<file path="src/lmb_pkg.sv">
package lmb_pkg;

  localparam int MAX_SIZE = 1024;
  localparam int IDX_W    = $clog2(MAX_SIZE);
  localparam int SIZE_W   = 11;
  localparam int PIX_W    = 8;
  localparam int COL_W    = PIX_W + 2;
  localparam int SUM_W    = PIX_W + 4;
  localparam int RES_MAX  = 4;
  localparam int QDEPTH   = 8;
  localparam int QPTR_W   = $clog2(QDEPTH);

  typedef struct packed {
    logic [IDX_W-1:0] row;
    logic [IDX_W-1:0] col;
    logic             above;
    logic             done;
  } result_t;

  typedef struct packed {
    logic [PIX_W-1:0] t;
    logic [PIX_W-1:0] m;
    logic [PIX_W-1:0] b;
  } column_t;

endpackage

</file>
<file path="src/lmb_result_queue.sv">
module lmb_result_queue import lmb_pkg::*; (
  input  logic                  clk,
  input  logic                  rst,
  input  logic [RES_MAX-1:0]    push_mask,
  input  result_t [RES_MAX-1:0] push_items,
  input  logic                  pop,
  output result_t               head,
  output logic                  nonempty,
  output logic [QPTR_W:0]       level
);

  result_t            q [QDEPTH];
  logic [QPTR_W-1:0]  wr_ptr;
  logic [QPTR_W-1:0]  rd_ptr;
  logic [QPTR_W:0]    count;
  logic [QPTR_W:0]    pos [RES_MAX+1];
  logic [QPTR_W-1:0]  slot [RES_MAX];

  // valid results are packed into consecutive slots, in order
  always_comb begin
    pos[0] = '0;
    for (int k = 0; k < RES_MAX; k++) begin
      pos[k+1] = pos[k] + (QPTR_W+1)'(push_mask[k]);
      slot[k]  = wr_ptr + pos[k][QPTR_W-1:0];
    end
  end

  always_ff @(posedge clk) begin
    for (int k = 0; k < RES_MAX; k++) begin
      if (push_mask[k]) begin
        q[slot[k]] <= push_items[k];
      end
    end
  end

  always_ff @(posedge clk) begin
    if (rst) begin
      wr_ptr <= '0;
      rd_ptr <= '0;
      count  <= '0;
    end else begin
      wr_ptr <= wr_ptr + pos[RES_MAX][QPTR_W-1:0];
      rd_ptr <= rd_ptr + QPTR_W'(pop);
      count  <= count + pos[RES_MAX] - (QPTR_W+1)'(pop);
    end
  end

  assign head     = q[rd_ptr];
  assign nonempty = (count != '0);
  assign level    = count;

endmodule

</file>
<file path="config.mk">
export PLATFORM = sky130hd
export DESIGN_NAME = lmb_result_queue
export DESIGN_NICKNAME = d
export VERILOG_FILES = /design/src/lmb_pkg.sv /design/src/lmb_result_queue.sv
export SDC_FILE = /design/constraint.sdc
export NUM_CORES = 1
export LEC_CHECK = 0
export BUFFER_PORTS_ARGS = -buffer_cell sky130_fd_sc_hd__buf_2
export CAP_MARGIN = 20
export CORE_MARGIN = 2
export CORE_UTILIZATION = 29
export CTS_CLUSTER_SIZE = 12
export DETAILED_ROUTE_END_ITERATION = 6
export HOLD_SLACK_MARGIN = 0.15
export PLACE_DENSITY = 0.52
export SYNTH_ARGS = -nofsm -noshare
export SYNTH_HDL_FRONTEND = slang
export SYNTH_SLANG_ARGS = --single-unit
</file>
<file path="constraint.sdc">
create_clock -name clk -period 7.6 [get_ports clk]
set_input_delay 1.9 -clock clk [delete_from_list [all_inputs] [get_ports clk]]
set_output_delay 1.9 -clock clk [all_outputs]
set_load 0.005 [all_outputs]
</file>
==> results of run 1 <==
-- placed cells by master, fill, tap and decap left out, types with 5 or more instances in the layout --
cell and instances:
nor2_1 12, mux2_2 22, and2_1 23, inv_1 15
and3_1 23, nand2_1 125, o21ai_1 84, nand4_1 8
dfxtp_1 8, xnor2_1 6, buf_4 38, fa_1 6
buf_8 5, o21ai_0 201, nor3_4 6, nand3_1 13
nor2b_1 10, a211oi_1 6, edfxtp_1 176, ha_1 17
mux4_2 44, clkbuf_16 17, nor2_2 6, a221oi_1 169
buf_2 121, o2bb2ai_1 65
-- area by class of cell --
type	instances	area, sq um	area share
inverter	15	56.3	0.00387
multi-input combinational	888	6650	0.457
clock buffer	19	433	0.0298
tap	592	741	0.0509
antenna	1	2.50	0.000172
sequential	186	5490	0.378
clock inverter	13	119	0.00817
timing repair buffer	167	1050	0.0721
-- cells by family (layout without fill, tap and decap cells) --
group	after synthesis	count (layout)	synth area share
flip-flops	186	186	0.427
multiplexers	66	66	0.0963
AND/OR/NAND/NOR	252	252	0.0972
other	0	1	0
buffers and inverters	183	214	0.0621
adder cells (fa/ha/maj)	23	23	0.0259
AO/OA/AOI/OAI	534	534	0.278
XOR/XNOR	13	13	0.0139
-- power by group --
| part | leakage, nW | total [mW] | internal (mW) | switching (mW) |
|---|---|---|---|---|
| logic | 2.76 | 2.83 | 0.937 | 1.89 |
| clock network | 0.261 | 0.896 | 0.454 | 0.441 |
| registers | 1.73 | 1.96 | 1.81 | 0.155 |
-- state kept, by name, summed over array words and instances (netlist names) --
signal,cells
q,176
level,4
rd_ptr,3
wr_ptr,3
-- path summary, 6_finish.rpt --
check | to | slack, ps | cells after the start
setup / recovery | q[1][18] | 2060 | 8
hold / removal | rd_ptr[2] | 520 | 2
setup reg to reg | q[5][15] | 3720 | 7
hold reg to reg | rd_ptr[2] | 520 | 2
-- per-layer routing --
layer | GRT usage | vias up | share of wire
met5 | 0 | - | 0
met4 | 0.132 | 0 | 0.054
met3 | 0.0529 | 198 | 0.097
met2 | 0.371 | 919 | 0.45
met1 | 0.309 | 5879 | 0.40
li1 | - | 5041 | -
-- critical path: cells and delay by family --
kind | cells | cell delay, ps
buf+inv | 2 | 880
simple gates | 2 | 1250
xor+xnor | 1 | 390
fa+ha+maj | 3 | 1220
==> metrics.txt, run 1 <==
root buffer cell clkbuf_16; Worst Hold Class reg -> reg; clk buf depth 2; max-cap viol count 0; Pins Over Slew Limit 0; Netlist Area Pre-Place 0.0129 sq mm; period utilization 0.730; Final #Nets 1393; post-synth top area cell edfxtp_1; GPL Wtd Cong 0.848; Clk pin slew, worst setup/hold paths 70 ps; hold_buf cts 0; power density over the cells 391 mW/mm^2; TritonCTS clock tree built; endpoint class of the critical path flip-flop; status complete, no violations; Initial Utilization 0.292; syn_area_per_cell 10.2 sq um; Via Count 12000; Util after Layout 0.330; Post-DP Area 0.0139 sq mm; Slowest-stage cell, CP nand3_1; drt wl/cell 29.9 um; largest cells by area after synthesis edfxtp_1, a221oi_1, o21ai_0; IO Count 122; count leader, synth o21ai_0; total detailed-routing wirelength 56200 um; die height 215 um; number of library cell types mapped by synthesis 49; Fill cells 4481; worst path cell trace buf_2, fa_1, ha_1, fa_1, xnor3_2, nand3_1, nand4_1, buf_4; Post-synth ARST share 0; pre-CTS WS 1660 ps; worst skew pair latency 470 ps; number of synthesized flops with an enable pin 176; IO Port Bufs 121; CP Data Required Time 7740 ps; Post-CTS Setup Inserts 0; cell count after synthesis 1257; Seq/Total Area, Yosys 0.427; DR vias/cell 6.40; # placed instances 1845; hold slack 524 ps; Startpoint Class primary input; CP max stage delay 810 ps; FMAX 180 MHz; largest net degree at the start of global routing 46; #FFs+latches synth 186; WP data arrival 5690 ps; Final min period 5540 ps; CP max FO 31; GRT overflow 0; R2R Path Start wr_ptr[0]; die area 0.0460 sq mm; Sink Count 186; VDD IR max 0.232 mV; DRC viols 0; cell repeated most along the worst path fa_1; Tot Pwr 5.69 mW; area grow syn2layout 13.1%; setup TNS 0 ps; final non-filler cell area 0.0145 sq mm; router iterations before antenna repair 6; Clock Skews 11.3 ps; H-tree depth 4; yosys warns 0; vias in the first global route 11700; overall die width 215 um; share of cells above drive strength 1 0.227; syn nets 1375; row cnt 77; kind of critical path in -> reg; GRT Util Overall 0.239; Iteration-0 DRC Markers 1844; DP Wirelength 35200 um; Final Hold Fails 0; RSZ-0062 raised after global routing false; Synth top area share 0.411; leakage power 4.75 nW; actual slew at the worst max-slew pin 1210 ps; Post-CTS Resized 0; core area 0.0440 sq mm; Non-Filler Instances 1881; final setup vio count 0; cts bufs inserted 17; global-route wire length before repair 81100 um; synth cell count leaders o21ai_0, edfxtp_1, a221oi_1; Worst Setup SP push_mask[1]; Post-DRT Antenna Nets 0; final setup margin 2060 ps; initial antenna violation count 1; start point of the worst hold path rd_ptr[2]; slew margin rel. 0.191; Most used DFF post-synth edfxtp_1
(Power assumes the default switching activity.)
==> inputs of run 2 (changes only) <==
- clock period: 7.6 -> 5.7 ns (I/O delays scaled with it)
==> metrics.txt, run 2 (same netlist as run 1, synthesis figures left out) <==
slew margin rel. 0.222; RSZ-0062 raised after global routing false; Final #Nets 1408; Initial Utilization 0.292; reg-to-reg slack, setup 2270 ps; final setup vio count 0; Worst Hold Class reg -> reg; Final min period 4280 ps; hold slack 521 ps; Via Count 12100; hold_buf cts 0; worst path bufs/invs 2; Post-CTS Setup Inserts 0; DRC viols 0; Startpoint Class primary input; share of cells above drive strength 1 0.234; initial antenna violation count 1; status complete, no violations; die area 0.0460 sq mm; actual slew at the worst max-slew pin 1160 ps; pre-CTS WS 999 ps; H-tree depth 4; leakage power 4.85 nW; endpoint class of the critical path flip-flop; IO Port Bufs 121; Fill cells 4441; CP max FO 12; Post-DRT Antenna Nets 0; VDD IR max 0.280 mV; DP Wirelength 36200 um; final setup margin 1420 ps; commonest non-fill, non-tap cell in the layout o21ai_0; setup TNS 0 ps; WP data arrival 4430 ps; drt wl/cell 29.3 um; row cnt 77; number of flip-flops under the largest register name 176; WHS Path Cells 2; overall die width 215 um; Slowest-stage cell, CP nand4_1; core area 0.0440 sq mm; Clk pin slew, worst setup/hold paths 70 ps; Pins Over Slew Limit 0; period utilization 0.750; kind of critical path in -> reg; n_diodes 0; die height 215 um; largest net degree at the start of global routing 43; Clock Skews 30.5 ps; total detailed-routing wirelength 55600 um; TritonCTS clock tree built; Final Hold Fails 0; R2R Path Start wr_ptr[0]; Hold EP rd_ptr[2]; delay-heaviest family, CP adder cells; r2r worst-path depth 7; power density over the cells 527 mW/mm^2; GPL Wtd Cong 0.887; cts bufs inserted 17; vias in the first global route 12000; FMAX 234 MHz; most frequent cells in the layout o21ai_0, edfxtp_1, a221oi_1; root buffer cell clkbuf_16; start point of the worst hold path rd_ptr[2]; max-cap viol count 0; area grow syn2layout 14.3%; clk buf depth 2; IO Count 122; global-route wire length before repair 81600 um; worst path cell trace buf_2, fa_1, ha_1, fa_1, xor3_2, nand4_1, nand4_1, buf_4; Sink Count 186; CP max stage delay 540 ps; worst skew pair latency 480 ps; Post-CTS Resized 0; Iteration-0 DRC Markers 1627; DR vias/cell 6.38; GRT overflow 0; CP Data Required Time 5850 ps; GRT Util Overall 0.240; router iterations before antenna repair 6; r2r endpoint q[5][6]
## run 2: cell count changes in the layout (fill, tap and decap cells not counted), moves of 2 or more
cell,change
buf_4,+16
buf_16,-2
bufinv_16,+3
buf_8,-4
clkinvlp_4,-4
clkinv_1,+3
inv_6,-4
buf_12,+5
## run 2: cell type report
| type | instances | area [sq um] | area share |
|---|---|---|---|
| Timing Repair Buffer | 182 | 1150 | 0.0785 |
| Multi-Input combinational cell | 888 | 6650 | 0.452 |
| Clock inverter | 13 | 175 | 0.0119 |
| Clock buffer | 19 | 433 | 0.0295 |
| Sequential cell | 186 | 5490 | 0.374 |
| Inverter | 15 | 56.3 | 0.00383 |
| Tap cell | 592 | 741 | 0.0504 |
## run 2: metrics by stage
step	cells	power, mW	area (sq um)	util
6_report	1895	7.74	14700	0.334
3_5_place_dp	1861	6.36	14000	0.319
2_1_floorplan	1257	4.86	12900	-
3_3_place_gp	1861	6.31	14000	0.319
5_1_grt	1895	8.10	14700	0.334
4_1_cts	1893	7.64	14700	0.333
## run 2: worst min-delay path: cells and delay by family, from the launching register on
family | cells | cell delay [ps]
xor+xnor | 1 | 80
flops | 1 | 350
simple gates | 1 | 70
## run 2: worst max path at each step
stage	start	end	cells past startpoint
floorplan	push_mask[0]	q[7][0]	7
global placement	push_mask[1]	q[5][15]	9
detailed placement	push_mask[1]	q[0][8]	8
CTS	rd_ptr[0]	head[2]	4
global route	push_mask[1]	q[2][6]	9
finish	push_mask[1]	q[7][6]	8
## run 2: per-layer routing
layer  wire (um)  track usage
met5          11            0
met2       24800        0.367
met4        2670        0.118
met3        5950       0.0633
met1       22200        0.314
## run 2: where the power goes
| group | switching [mW] | internal (mW) | leakage (nW) | total, mW |
|---|---|---|---|---|
| combinational | 2.50 | 1.31 | 2.82 | 3.81 |
| clock | 0.557 | 0.730 | 0.299 | 1.29 |
| sequential | 0.232 | 2.41 | 1.73 | 2.64 |
==> inputs of run 3 (changes only) <==
- PLACE_DENSITY: 0.52 -> 0.53
- clock period: 5.7 -> 3.8 ns (I/O delays scaled with it)
==> metrics.txt, run 3 (same netlist as run 1, synthesis figures left out) <==
status complete, no violations; Via Count 12300; power density over the cells 804 mW/mm^2; hold_buf cts 0; global-route wire length before repair 83100 um; period utilization 0.931; VDD IR max 0.552 mV; CP max FO 10; final setup vio count 0; share of cells above drive strength 1 0.266; P_sw 5.12 mW; router iterations before antenna repair 6; total detailed-routing wirelength 57100 um; Sink Count 186; Logic pwr share 0.511; DR vias/cell 6.35; switching share of total power 0.415; actual slew at the worst max-slew pin 1130 ps; Pins Over Slew Limit 0; r2r worst-path depth 9; CP Data Required Time 4080 ps; overall die width 215 um; Non-Filler Instances 1944; endpoint class of the critical path flip-flop; FMAX 283 MHz; area grow syn2layout 19.4%; initial antenna violation count 8; die area 0.0460 sq mm; Startpoint Class primary input; Initial Utilization 0.292; Final Hold Fails 0; DRC viols 0; most frequent cells in the layout o21ai_0, edfxtp_1, a221oi_1; IO Count 122; largest net degree at the start of global routing 45; drt wl/cell 29.4 um; Clk pin slew, worst setup/hold paths 70 ps; DP Wirelength 36900 um; setup TNS 0 ps; H-tree depth 4; row cnt 77; max-cap viol count 0; WP data arrival 3810 ps; Clock Skews 12.4 ps; GRT Util Overall 0.247; Clk pwr share 0.174; Post-CTS Setup Inserts 0; Util after Layout 0.349; Final #Nets 1450; Iteration-0 DRC Markers 2015; slew margin rel. 0.247; hold slack 613 ps; Worst Hold Class reg -> reg; die height 215 um; TritonCTS clock tree built; vias in the first global route 12300; final setup margin 264 ps; worst skew pair latency 470 ps; kind of critical path in -> reg; Post-CTS Resized 0; clk buf depth 2; WHS Path Cells 2; Flop pwr share 0.315; RSZ-0062 raised after global routing false; # placed instances 1905; Final min period 3540 ps; GPL Wtd Cong 0.915; core area 0.0440 sq mm; pre-CTS WS -162 ps; commonest non-fill, non-tap cell in the layout o21ai_0; number of flip-flops under the largest register name 176; cts bufs inserted 17; GRT overflow 0; Post-DRT Antenna Nets 0; Fill cells 4411; leakage power 5.14 nW; Int Power 7.22 mW; root buffer cell clkbuf_16; IO Port Bufs 121
run 3: cell types whose count changed in the layout (fill, tap and decap cells not counted), sizes merged:
| cell | before | now |
|---|---|---|
| clkbuf | 19 | 17 |
| clkinv | 8 | 4 |
| buf | 182 | 224 |
| diode | 0 | 8 |
| clkinvlp | 0 | 1 |
| bufinv | 4 | 7 |
| inv | 16 | 17 |
run 3: final timing paths:
check / startpoint / endpoint / slack, ps
hold reg to reg: rd_ptr[0] / rd_ptr[0] / 610
setup / recovery: push_mask[0] / q[6][16] / 260
hold / removal: rd_ptr[0] / rd_ptr[0] / 610
setup reg to reg: wr_ptr[0] / q[6][16] / 470
run 3: area by class of cell:
type                       instances  area, sq um  area share
inverter                          15         56.3     0.00367
clock buffer                      17          425      0.0277
tap                              592          741      0.0482
timing repair buffer             224         1680       0.109
sequential                       186         5490       0.358
multi-input combinational        888         6670       0.435
clock inverter                    14          269      0.0175
antenna                            8         20.0     0.00130
run 3: power by group through the flow:
| stage | Sequential (mW) | Clock [mW] | Combinational [mW] |
|---|---|---|---|
| 2_1_floorplan | 3.80 | 0 | 3.50 |
| 3_3_place_gp | 3.90 | 0 | 6.09 |
| 3_5_place_dp | 3.93 | 0 | 6.14 |
| 4_1_cts | 3.89 | 2.17 | 6.15 |
| 5_1_grt | 3.97 | 2.23 | 6.67 |
| 6_report | 3.89 | 2.15 | 6.30 |
run 3: worst max-delay path, stage by stage:
cell and delay, ps:
buf_2 110, ha_1 300, ha_1 150, inv_1 50, fa_1 450, buf_4 170
xor2_2 220, nor3_2 880, buf_12 230, a221oi_1 50, o21ai_0 250
run 3: layer usage:
layer | track usage | wire length, um | vias to the layer above
li1 | - | - | 5158
met1 | 0.310 | 21900 | 5956
met2 | 0.378 | 25400 | 976
met3 | 0.0701 | 6360 | 254
met4 | 0.151 | 3480 | 4
met5 | 0 | 25 | -
run 3: per-stage QoR:
step / power (mW) / instance area [sq um]
finish: 12.3 / 15400
detailed placement: 10.1 / 14600
global route: 12.9 / 15300
floorplan: 7.31 / 12900
global placement: 9.99 / 14600
CTS: 12.2 / 15300
